$ cat src/sv/shp_pkg.sv
// Shared constants, types and helper function for the 3x3 sharpen stream.
// No dependencies; every other file but shp_ram imports this package.
package shp_pkg;

   // Line store geometry
   localparam int MAX_WIDTH = 1024;
   localparam int COL_W     = $clog2(MAX_WIDTH);
   localparam int ROW_W     = 17;
   localparam int EMIT_W    = 27;

   // Configuration register fields and indexes
   localparam int CFG_WIDTH_W  = 11;
   localparam int CFG_HEIGHT_W = 16;
   localparam int CSR_IDX_W    = 2;
   localparam int CSR_DATA_W   = 16;
   localparam logic [CSR_IDX_W-1:0] REG_FRAME_WIDTH  = 2'd0;
   localparam logic [CSR_IDX_W-1:0] REG_FRAME_HEIGHT = 2'd1;
   localparam logic [CFG_WIDTH_W-1:0]  RST_FRAME_WIDTH  = 11'd1024;
   localparam logic [CFG_HEIGHT_W-1:0] RST_FRAME_HEIGHT = 16'd768;

   // Queue between front and back (power of two)
   localparam int QUEUE_DEPTH = 4;
   localparam int QPTR_W      = $clog2(QUEUE_DEPTH);
   localparam int QCNT_W      = $clog2(QUEUE_DEPTH + 1);

   localparam int PIX_W = 32;

   typedef logic [PIX_W-1:0] pixel_type;

   typedef struct packed {
      logic [7:0]         alpha;
      logic [8:0][23:0]   rgb;
      logic               interior;
      logic               frame_end;
   } queue_entry_type;

   typedef struct packed {
      logic            push;
      queue_entry_type entry;
   } push_type;

   typedef struct packed {
      logic [QCNT_W-1:0] count;
      logic              not_empty;
      queue_entry_type   head;
   } queue_status_type;

   // Nine times centre minus the eight neighbors, clamped to 0..255
   function automatic logic [7:0] sharpen_chan(input logic [8:0][7:0] v);
      logic [11:0]        pos;
      logic [11:0]        neg;
      logic signed [12:0] diff;
      pos = {1'b0, v[4], 3'b000} + {4'b0000, v[4]};
      neg = '0;
      for (int k = 0; k < 9; k++) begin
         if (k != 4) neg = neg + {4'b0000, v[k]};
      end
      diff = $signed({1'b0, pos}) - $signed({1'b0, neg});
      if (diff < 0) return 8'd0;
      if (diff > 13'sd255) return 8'd255;
      return diff[7:0];
   endfunction

endpackage

$ cat src/sv/shp_if.sv


interface shp_rsp_if;
   import shp_pkg::*;
   logic      valid;
   logic      ready;
   pixel_type result_word;
   logic      frame_end;
   modport source (output valid, result_word, frame_end, input ready);
   modport sink   (input valid, result_word, frame_end, output ready);
endinterface


$ cat src/sv/shp_back.sv
// Back end: per-channel sharpen arithmetic and the result output register.
// Depends on shp_pkg.
module shp_back (
   input  logic                     clock,
   input  logic                     reset,
   input  shp_pkg::queue_status_type q_status,
   output logic                     pop,
   shp_rsp_if.source                rsp_chan
);
   import shp_pkg::*;

   logic      rsp_valid_ff;
   pixel_type result_ff, result_in;
   logic      frame_end_ff;
   logic [8:0][7:0] vr, vg, vb;

   // Sharpen interior pixels, copy border pixels
   always_comb begin
      for (int k = 0; k < 9; k++) begin
         vr[k] = q_status.head.rgb[k][23:16];
         vg[k] = q_status.head.rgb[k][15:8];
         vb[k] = q_status.head.rgb[k][7:0];
      end
      if (q_status.head.interior)
         result_in = {q_status.head.alpha, sharpen_chan(vr), sharpen_chan(vg),
                      sharpen_chan(vb)};
      else
         result_in = {q_status.head.alpha, q_status.head.rgb[4]};
   end

   // Load the output register when it is empty or being taken
   assign pop = q_status.not_empty && (!rsp_valid_ff || rsp_chan.ready);

   always_ff @(posedge clock) begin
      if (reset)                      rsp_valid_ff <= 1'b0;
      else if (pop)                   rsp_valid_ff <= 1'b1;
      else if (rsp_chan.ready)        rsp_valid_ff <= 1'b0;
      if (pop) begin
         result_ff    <= result_in;
         frame_end_ff <= q_status.head.frame_end;
      end
   end

   assign rsp_chan.valid       = rsp_valid_ff;
   assign rsp_chan.result_word = result_ff;
   assign rsp_chan.frame_end   = frame_end_ff;
endmodule

$ cat src/flat_wrapper.sv
// flat-port wrapper written by rule: the top's interface ports become plain ports
module shp_back_flat import shp_pkg::*;
  (clock, reset, q_status, pop, rsp_chan_valid, rsp_chan_result_word, rsp_chan_frame_end, rsp_chan_ready);
  shp_rsp_if rsp_chan_i ();
  input  logic clock;
  input  logic reset;
  input  shp_pkg::queue_status_type q_status;
  output logic pop;
  output wire logic [$bits(rsp_chan_i.valid)-1:0] rsp_chan_valid;
  output wire logic [$bits(rsp_chan_i.result_word)-1:0] rsp_chan_result_word;
  output wire logic [$bits(rsp_chan_i.frame_end)-1:0] rsp_chan_frame_end;
  input wire logic [$bits(rsp_chan_i.ready)-1:0] rsp_chan_ready;
  assign rsp_chan_valid = rsp_chan_i.valid;
  assign rsp_chan_result_word = rsp_chan_i.result_word;
  assign rsp_chan_frame_end = rsp_chan_i.frame_end;
  assign rsp_chan_i.ready = rsp_chan_ready;
  shp_back u_core (.clock(clock), .reset(reset), .q_status(q_status), .pop(pop), .rsp_chan(rsp_chan_i));
endmodule
$ cat config.mk
export PLATFORM = sky130hd
export DESIGN_NAME = shp_back_flat
export DESIGN_NICKNAME = d
export VERILOG_FILES = /design/src/sv/shp_pkg.sv /design/src/sv/shp_if.sv /design/src/sv/shp_back.sv /design/src/flat_wrapper.sv
export SDC_FILE = /design/constraint.sdc
export NUM_CORES = 1
export LEC_CHECK = 0
export BUFFER_PORTS_ARGS = -buffer_cell sky130_fd_sc_hd__buf_4
export CORE_AREA = 2 2 146 148
export DETAILED_ROUTE_END_ITERATION = 10
export DIE_AREA = 0 0 148 150
export PLACE_DENSITY_LB_ADDON = 0.12
export REMOVE_ABC_BUFFERS = 1
export SLEW_MARGIN = 20
export SYNTH_ARGS = -nofsm -noshare
export SYNTH_HDL_FRONTEND = slang
export SYNTH_SLANG_ARGS = --single-unit
export TNS_END_PERCENT = 50
$ cat constraint.sdc
create_clock -name clock -period 11.6 [get_ports clock]
set_input_delay 0.58 -clock clock [delete_from_list [all_inputs] [get_ports clock]]
set_output_delay 0.58 -clock clock [all_outputs]
set_load 0.02 [all_outputs]
==> results of run 1 <==
layer usage:
| metal | wire [um] | vias up | GRT usage [%] | share of wire (%) |
|---|---|---|---|---|
| li1 | - | 5526 | - | - |
| met1 | 11900 | 4739 | 31.3 | 47 |
| met2 | 11700 | 230 | 38.2 | 46 |
| met3 | 1450 | 27 | 2.68 | 5.7 |
| met4 | 421 | 0 | 3.71 | 1.7 |
| met5 | 0 | - | 0 | 0 |
cell type report:
| class | instances | area (um2) |
|---|---|---|
| Fill cell | 1871 | 7050 |
| Multi-Input combinational cell | 1205 | 9660 |
| Clock inverter | 3 | 16.3 |
| Inverter | 127 | 477 |
| Tap cell | 275 | 344 |
| Clock buffer | 5 | 125 |
| Timing Repair Buffer | 265 | 2010 |
| Sequential cell | 34 | 1010 |
sequential cells by signal, indices dropped and copies added, names as in the netlist:
name,flops
u_core.rsp_chan.valid,1
u_core.rsp_chan.frame_end,1
u_core.rsp_chan.result_word,32
worst max-delay path, delay by kind of cell:
family | cells | cell delay, ns
AOI/OAI and AO/OA | 11 | 2.46
muxes | 1 | 0.14
and+or+nand+nor | 12 | 2.37
adders and majority gates | 10 | 3.18
buffers and inverters | 3 | 0.25
xor gates and xnor gates | 3 | 0.45
layout by cell type (no fill, tap or decap), types with 14 or more instances in the layout:
cell type  count
ha_1         220
nor2_1       141
nor3_1        26
nor2b_1       35
a211oi_1      27
o21a_1        36
a21boi_0      19
edfxtp_1      33
nand3_1       15
nand2b_1      17
inv_1        127
a21o_1        41
nand2_1       42
a21oi_1      109
xor2_1        22
o21bai_1      14
or3_1         14
xnor2_1      111
o21ai_0      105
fa_1          39
o21ai_1       16
buf_4        264
cells by family after synthesis:
family | after synthesis | share of synthesized area, %
and+or+nand+nor | 340 | 14.9
AOI/OAI and AO/OA | 452 | 26.7
adders and majority gates | 260 | 31.7
DFF | 34 | 9.05
muxes | 12 | 1.11
xor gates and xnor gates | 141 | 11.9
buffers and inverters | 133 | 4.60
through the flow:
stage	util, %	std cells	setup WS, ns
2_1_floorplan	-	1366	2.74
3_3_place_gp	65.1	1905	2.04
3_5_place_dp	65.1	1905	1.91
4_1_cts	65.8	1913	2.18
5_1_grt	65.9	1914	1.41
6_report	65.9	1914	2.18
final timing paths:
path	slack, ns	end	depth (start not counted)	startpoint
setup / recovery	2.18	u_core.rsp_chan.result_word[1]	40	q_status[2]
hold / removal	0.46	u_core.rsp_chan.valid	2	reset
setup reg to reg	10.23	u_core.rsp_chan.result_word[4]	2	u_core.rsp_chan.valid
hold reg to reg	0.57	u_core.rsp_chan.valid	2	u_core.rsp_chan.valid
==> results.md, run 1 <==
- Status: finished clean
- Crit path kind: in2reg
- Grt total ovfl: 0
- Die H: 150 um
- Worst slew margin: 47.9%
- Layout cells sized above 1: 19.3%
- F_max: 106 MHz
- Period utilization: 81.2%
- WP data required: 11.63 ns
- Core Area: 0.0207 mm2
- Final ANT Viol Nets: 0
- Vias in the first global route: 9762
- Vias: 10500
- Clock transition at the registers of the reported paths: 0.05 ns
- Skew-Pair Late Insertion Delay: 0.28 ns
- Synth async-reset ratio: 0%
- Slew Limit Fails: 0
- DRT iter0 DRCs: 356
- Mean routed wirelength per cell: 13.3 um
- Area Growth Syn to Fin: 22.1%
- Post-CTS sizing: 0
- Hold Path Class: in2reg
- Hold WS: 0.457 ns
- Synth top cells by count: ha_1, nor2_1, inv_1, xnor2_1, a21oi_1
- H-tree levels: 2
- Unrepaired setup endpoints after global routing: false
- CTS tree: done
- EDFF count, synth: 33
- GRT Total Usage: 22.5%
- Initial antenna violation count: 0
- First-pass GRT wire length: 42.7 mm
- CP max stage delay: 0.53 ns
- Routed wire length: 25.5 mm
- Post-route cell area: 0.0136 mm2
- Final hold vios: 0
- Die W: 148 um
- Setup bufs post-CTS: 0
- Yosys reg bits: 34
- Worst Setup End Kind: register
- CTS Buf Count: 5
- Sink Count: 34
- Total Nets Final: 2130
- ANT cells: 0
- Post-route DRC: 0
- Largest net degree at the start of global routing: 38
- Seq/Total Area, Yosys: 9.05%
- Final HPWL DP: 22.3 mm
- Cts hold-fix bufs: 0
- Clock root cell: clkbuf_16
- I/O pins: 268
- Synth top area cells: ha_1, edfxtp_1, xnor2_1
- # rows: 53
- Synth Warn #: 0
- Slowest library cell on the worst path: fa_1
- Starting Density: 54.0%
- Die area: 0.0222 mm2
- Avg Vias per Cell: 5.50
- Drt first pass iters: 4
- Top cell type's share of synthesized area: 24.6%
- Setup TNS: 0 ns
- Dpl cell area: 0.0135 mm2
- Critical Path Source Type: primary input
- CP most frequent cell: ha_1
- Cell variety after synth: 84
- Top-count cell post-synth: ha_1
- Synth Flop Type: edfxtp_1
- Max-cap viol count: 0
- Worst Path Arrival: 9.45 ns
- Mapped Cells: 1372
- Gpl congestion: 0.875
- Syn avg cell area: 8.14 um2
- Final setup violation count: 0
- PortBufs: 264
- Netlist Area Pre-Place: 0.0112 mm2
- Tightest Pin Transition: 0.772 ns
- Largest area contributor in the netlist: ha_1
- Crit-path max FO: 8
- Fin Clk Skew: 0.00549 ns
- Post-layout min period: 9.42 ns
- Clk buf depth: 2
Power of run 1 is left out: the tool's default activity adds up to more than one toggle a clock period on the data nets, which glitch-free logic cannot reach.
==> run 2: changes to the inputs <==
--- a/config.mk
+++ b/config.mk
@@ -6,9 +6,9 @@
 export NUM_CORES = 1
 export LEC_CHECK = 0
 export BUFFER_PORTS_ARGS = -buffer_cell sky130_fd_sc_hd__buf_4
-export CORE_AREA = 2 2 146 148
+export CORE_AREA = 2 2 152 154
 export DETAILED_ROUTE_END_ITERATION = 10
-export DIE_AREA = 0 0 148 150
+export DIE_AREA = 0 0 154 156
 export PLACE_DENSITY_LB_ADDON = 0.12
 export REMOVE_ABC_BUFFERS = 1
 export SLEW_MARGIN = 20
==> constraint.sdc (replaced) <==
create_clock -name clock -period 8.3 [get_ports clock]
set_input_delay 0.415 -clock clock [delete_from_list [all_inputs] [get_ports clock]]
set_output_delay 0.415 -clock clock [all_outputs]
set_load 0.02 [all_outputs]
==> run 2 against run 1 <==
- the flow now finishes with violations (setup timing)
- worst hold slack got worse by 0.17 ns
- wire length is 19% higher
- critical path depth decreased by 2
- cell area is 14% higher
- count of clock-buffer cells in the layout grew 2
- die area is 8.2% higher
- worst setup slack got worse by 2.2 ns
- non-clock buffer count increased by 170
- largest cell class unchanged
- clock skew is 0.0030 ns higher
- sequential share of layout area down 0.94 points
- critical endpoint is now u_core.rsp_chan.result_word[3]
==> results.md, run 2 (synthesized netlist as in run 1, its figures left out) <==
- Routed wire length: 30.2 mm
- Clk buf depth: 2
- Final setup violation count: 8
- Crit-path max FO: 8
- Gpl congestion: 0.862
- CTS tree: done
- Fin Clk Skew: 0.00845 ns
- Die area: 0.0240 mm2
- Skew-Pair Late Insertion Delay: 0.29 ns
- Status: finished, violations left
- Clock transition at the registers of the reported paths: 0.05 ns
- Largest net degree at the start of global routing: 38
- Worst Setup End Kind: register
- Worst slew margin: 51.7%
- Worst Path Arrival: 8.37 ns
- Core Area: 0.0224 mm2
- First-pass GRT wire length: 47.9 mm
- F_max: 120 MHz
- DRT iter0 DRCs: 390
- Layout cells sized above 1: 33.2%
- Avg Vias per Cell: 5.50
- Clock root cell: clkbuf_16
- Critical Path Source Type: primary input
- # rows: 55
- GRT Total Usage: 23.6%
- Area Growth Syn to Fin: 39.7%
- Initial antenna violation count: 0
- Final HPWL DP: 25.4 mm
- Mean routed wirelength per cell: 14.4 um
- Crit path kind: in2reg
- Met2 GRT Util: 44.9%
- CP max stage delay: 0.59 ns
- ANT cells: 0
- I/O pins: 268
- Max-cap viol count: 0
- PortBufs: 264
- Met1 Usage GRT: 27.8%
- Tightest Pin Transition: 0.724 ns
- Final worst setup slack: -0.0336 ns
- Met3 Use GR: 3.61%
- Total Nets Final: 2300
- Vias in the first global route: 11000
- Violated checks: setup timing
- WP data required: 8.34 ns
- Hold Path Class: in2reg
- Commonest cells after routing, fill and taps aside: buf_4, ha_1, nor2_1
- Period utilization: 100%
- Setup TNS: -0.152 ns
- Slowest library cell on the worst path: fa_2
- Post-route DRC: 0
- Die H: 156 um
- Final hold vios: 0
- Final ANT Viol Nets: 0
- Grt total ovfl: 0
- CTS Buf Count: 5
- Die W: 154 um
- Max reg flops: 32
- H-tree levels: 2
- Unrepaired setup endpoints after global routing: true
- Slew Limit Fails: 0
- Sink Count: 34
- Post-layout min period: 8.33 ns
- Drt first pass iters: 5
- Leading cell type in the layout, fill and taps excluded: buf_4
- Starting Density: 50.0%
- Final Util: 69.8%
- Vias: 11500
- Fill cells: 1813
- Global-route layer with the greatest usage: met2
run 2: cell types whose count changed in the layout (fill, tap and decap cells not counted), moves of 17 or more:
cell | before | now
o21ai_0 | 105 | 80
a21oi_2 | 2 | 32
a21oi_1 | 109 | 77
buf_4 | 264 | 427
ha_1 | 220 | 203
run 2: area by class of cell:
class / count / area, um2 / area share [%]
clock buffers: 7 / 143 / 0.913
clock inverters: 1 / 5.00 / 0.0320
inverters: 127 / 477 / 3.05
multi-input cells: 1205 / 10300 / 66.1
flip-flops and latches: 34 / 1010 / 6.47
well taps: 285 / 357 / 2.28
repair buffers: 435 / 3300 / 21.1
run 2: repair_timing:
item	CTS	global route
endpoints found under the setup margin	16	24
hold buffers	0	0
resized for setup	39	135
pin swaps	35	91
setup buffers	5	14
run 2: path summary, 6_finish.rpt:
kind | start | end | slack (ns) | depth (start not counted)
hold reg to reg | u_core.rsp_chan.valid | u_core.rsp_chan.valid | 0.56 | 2
hold / removal | reset | u_core.rsp_chan.valid | 0.28 | 2
setup reg to reg | u_core.rsp_chan.valid | u_core.rsp_chan.result_word[6] | 7.02 | 2
setup / recovery | q_status[2] | u_core.rsp_chan.result_word[3] | -0.03 | 38
run 2: metal layers:
| metal | routed length [um] | share of wire (%) | up-vias |
|---|---|---|---|
| met5 | 0 | 0 | - |
| met4 | 638 | 2.1 | 0 |
| met3 | 1360 | 4.5 | 45 |
| met2 | 15300 | 51 | 247 |
| met1 | 12900 | 43 | 5348 |
| li1 | - | - | 5878 |
run 2: stage by stage:
step	hold WS, ns	setup WS [ns]	cell area [um2]	instances
floorplan	0.487	-0.396	11100	1366
global placement	0.547	-0.477	14600	2067
global route	0.287	-0.496	15600	2094
finish	0.284	-0.0336	15600	2094
detailed placement	0.551	-0.667	14600	2067
CTS	0.273	-0.0254	15000	2080
run 2: worst max-delay path, delay by kind of cell:
family,cells,cell delay [ns]
fa+ha+maj,10,3.59
mux,1,0.16
xor+xnor,2,0.23
simple gates,7,1.38
compound gates,12,2.15
buf+inv,6,0.46
Power of run 2 is left out for the same reason.
==> run 3: changes to the inputs <==
--- a/config.mk
+++ b/config.mk
@@ -7,6 +7,7 @@
 export LEC_CHECK = 0
 export BUFFER_PORTS_ARGS = -buffer_cell sky130_fd_sc_hd__buf_4
 export CORE_AREA = 2 2 152 154
+export CTS_BUF_LIST = sky130_fd_sc_hd__clkbuf_4 sky130_fd_sc_hd__clkbuf_8 sky130_fd_sc_hd__clkbuf_16
 export DETAILED_ROUTE_END_ITERATION = 10
 export DIE_AREA = 0 0 154 156
 export PLACE_DENSITY_LB_ADDON = 0.12
==> run 3 against run 2 <==
- the flow still finishes with violations (setup timing)
- non-clock buffer count decreased by 4
- cell area decreased by 0.64%
- utilization decreased by 0.45 points
- largest cell class unchanged
- critical path depth increased by 4
- die area unchanged
- worst setup slack got worse by 0.0082 ns
- first-iteration DRC count increased by 4.9%
- critical path type unchanged
- via count decreased by 0.46%
==> results.md, run 3 (synthesized netlist as in run 1, its figures left out) <==
- Die H: 156 um
- Post-route DRC: 0
- Worst r2r path cells: 2
- Core Area: 0.0224 mm2
- Routed wire length: 30.0 mm
- DRT iter0 DRCs: 409
- Commonest cells after routing, fill and taps aside: buf_4, ha_1, nor2_1
- Total Nets Final: 2296
- Max reg flops: 32
- # rows: 55
- RR Startpoint: u_core.rsp_chan.valid
- Worst Path Arrival: 8.38 ns
- Starting Density: 50.0%
- Grt total ovfl: 0
- CP max stage delay: 0.55 ns
- Clock transition at the registers of the reported paths: 0.05 ns
- Area Growth Syn to Fin: 38.9%
- WP data required: 8.34 ns
- Sink Count: 34
- Crit-path max FO: 8
- Cts hold-fix bufs: 0
- CTS tree: done
- Tightest Pin Transition: 0.695 ns
- Vias: 11500
- Critical Path Source Type: primary input
- ANT cells: 0
- Hold worst-path end: u_core.rsp_chan.valid
- Leading cell type in the layout, fill and taps excluded: buf_4
- Hold Path Class: in2reg
- Sequential cell area: 0.00101 mm2
- Final ANT Viol Nets: 0
- Clock root cell: clkbuf_16
- First-pass GRT wire length: 48.0 mm
- Fin Clk Skew: 0.00758 ns
- Slowest library cell on the worst path: fa_2
- Period utilization: 101%
- RR Endpoint: u_core.rsp_chan.result_word[2]
- PortBufs: 264
- F_max: 120 MHz
- I/O pins: 268
- Die W: 154 um
- Worst slew margin: 53.7%
- Violated checks: setup timing
- Worst Setup End Kind: register
- Skew-Pair Late Insertion Delay: 0.29 ns
- Drt first pass iters: 4
- H-tree levels: 2
- Mean routed wirelength per cell: 14.3 um
- CTS Buf Count: 5
- Max-cap viol count: 0
- Hold Path Depth: 2
- Final hold vios: 0
- Vias in the first global route: 11000
- Post-layout min period: 8.34 ns
- Crit path kind: in2reg
- Unrepaired setup endpoints after global routing: true
- Final Util: 69.4%
- Final HPWL DP: 25.4 mm
- Fill cells: 1826
- Final setup violation count: 8
- Slew Limit Fails: 0
- Avg Vias per Cell: 5.49
- Clk buf depth: 2
- Combined area of the multi-input logic cells: 0.0103 mm2
- Worst R2R Setup Slack: 7.01 ns
- Gpl congestion: 0.862
- Layout cells sized above 1: 32.8%
- GRT Total Usage: 23.7%
- Initial antenna violation count: 0
- Final worst setup slack: -0.0417 ns
- Largest net degree at the start of global routing: 38
- Die area: 0.0240 mm2
- Status: finished, violations left
- Min-delay src: reset
## run 3: cell count changes in the layout (fill, tap and decap cells not counted), moves of 3 or more
cell,delta
o21ai_2,+3
a21oi_2,-11
a21boi_1,-3
nor2b_1,-3
a21oi_1,+11
## run 3: final cells by class
type	instances	area share, %
repair buffers	431	21.0
well taps	285	2.30
clock inverters	1	0.0323
flip-flops and latches	34	6.52
inverters	127	3.07
multi-input cells	1205	66.1
clock buffers	7	0.943
## run 3: repair_timing
item | 4_1_cts | 5_1_grt
buffers inserted | 5 | 11
gates resized for setup | 39 | 125
pin swaps | 35 | 85
endpoints found under the setup margin | 16 | 24
## run 3: worst max-delay path by stage
stage,depth (start not counted),from,end
finish,42,q_status[26],u_core.rsp_chan.result_word[3]
global route,36,q_status[26],u_core.rsp_chan.result_word[3]
CTS,40,q_status[2],u_core.rsp_chan.result_word[3]
detailed placement,37,q_status[2],u_core.rsp_chan.result_word[3]
global placement,40,q_status[2],u_core.rsp_chan.result_word[2]
floorplan,39,q_status[2],u_core.rsp_chan.result_word[1]
## run 3: through the flow
step                std cells  setup TNS (ns)  setup WS, ns  hold slack [ns]  cell area (um2)
floorplan                1366           -3.15        -0.396            0.487            11100
global placement         2067           -5.87        -0.477            0.547            14600
detailed placement       2067           -7.82        -0.667            0.551            14600
CTS                      2080          -0.163       -0.0257            0.274            15000
global route             2090           -6.02        -0.421            0.286            15500
finish                   2090          -0.241       -0.0417            0.286            15500
## run 3: critical path: cells and delay by family
| family | cells | cell delay (ns) |
|---|---|---|
| buf+inv | 3 | 0.33 |
| simple gates | 15 | 2.44 |
| mux | 1 | 0.17 |
| xor+xnor | 2 | 0.25 |
| fa+ha+maj | 10 | 2.95 |
| compound gates | 11 | 1.85 |
## run 3: metal layers
metal  vias up  share of wire, %  global-route usage (%)
met3        42               4.8                    3.61
met1      5312                42                    27.8
met5         -                 0                       0
met4         0               2.1                    5.65
met2       249                51                    44.9
li1       5862                 -                       -
Power of run 3 is left out for the same reason.
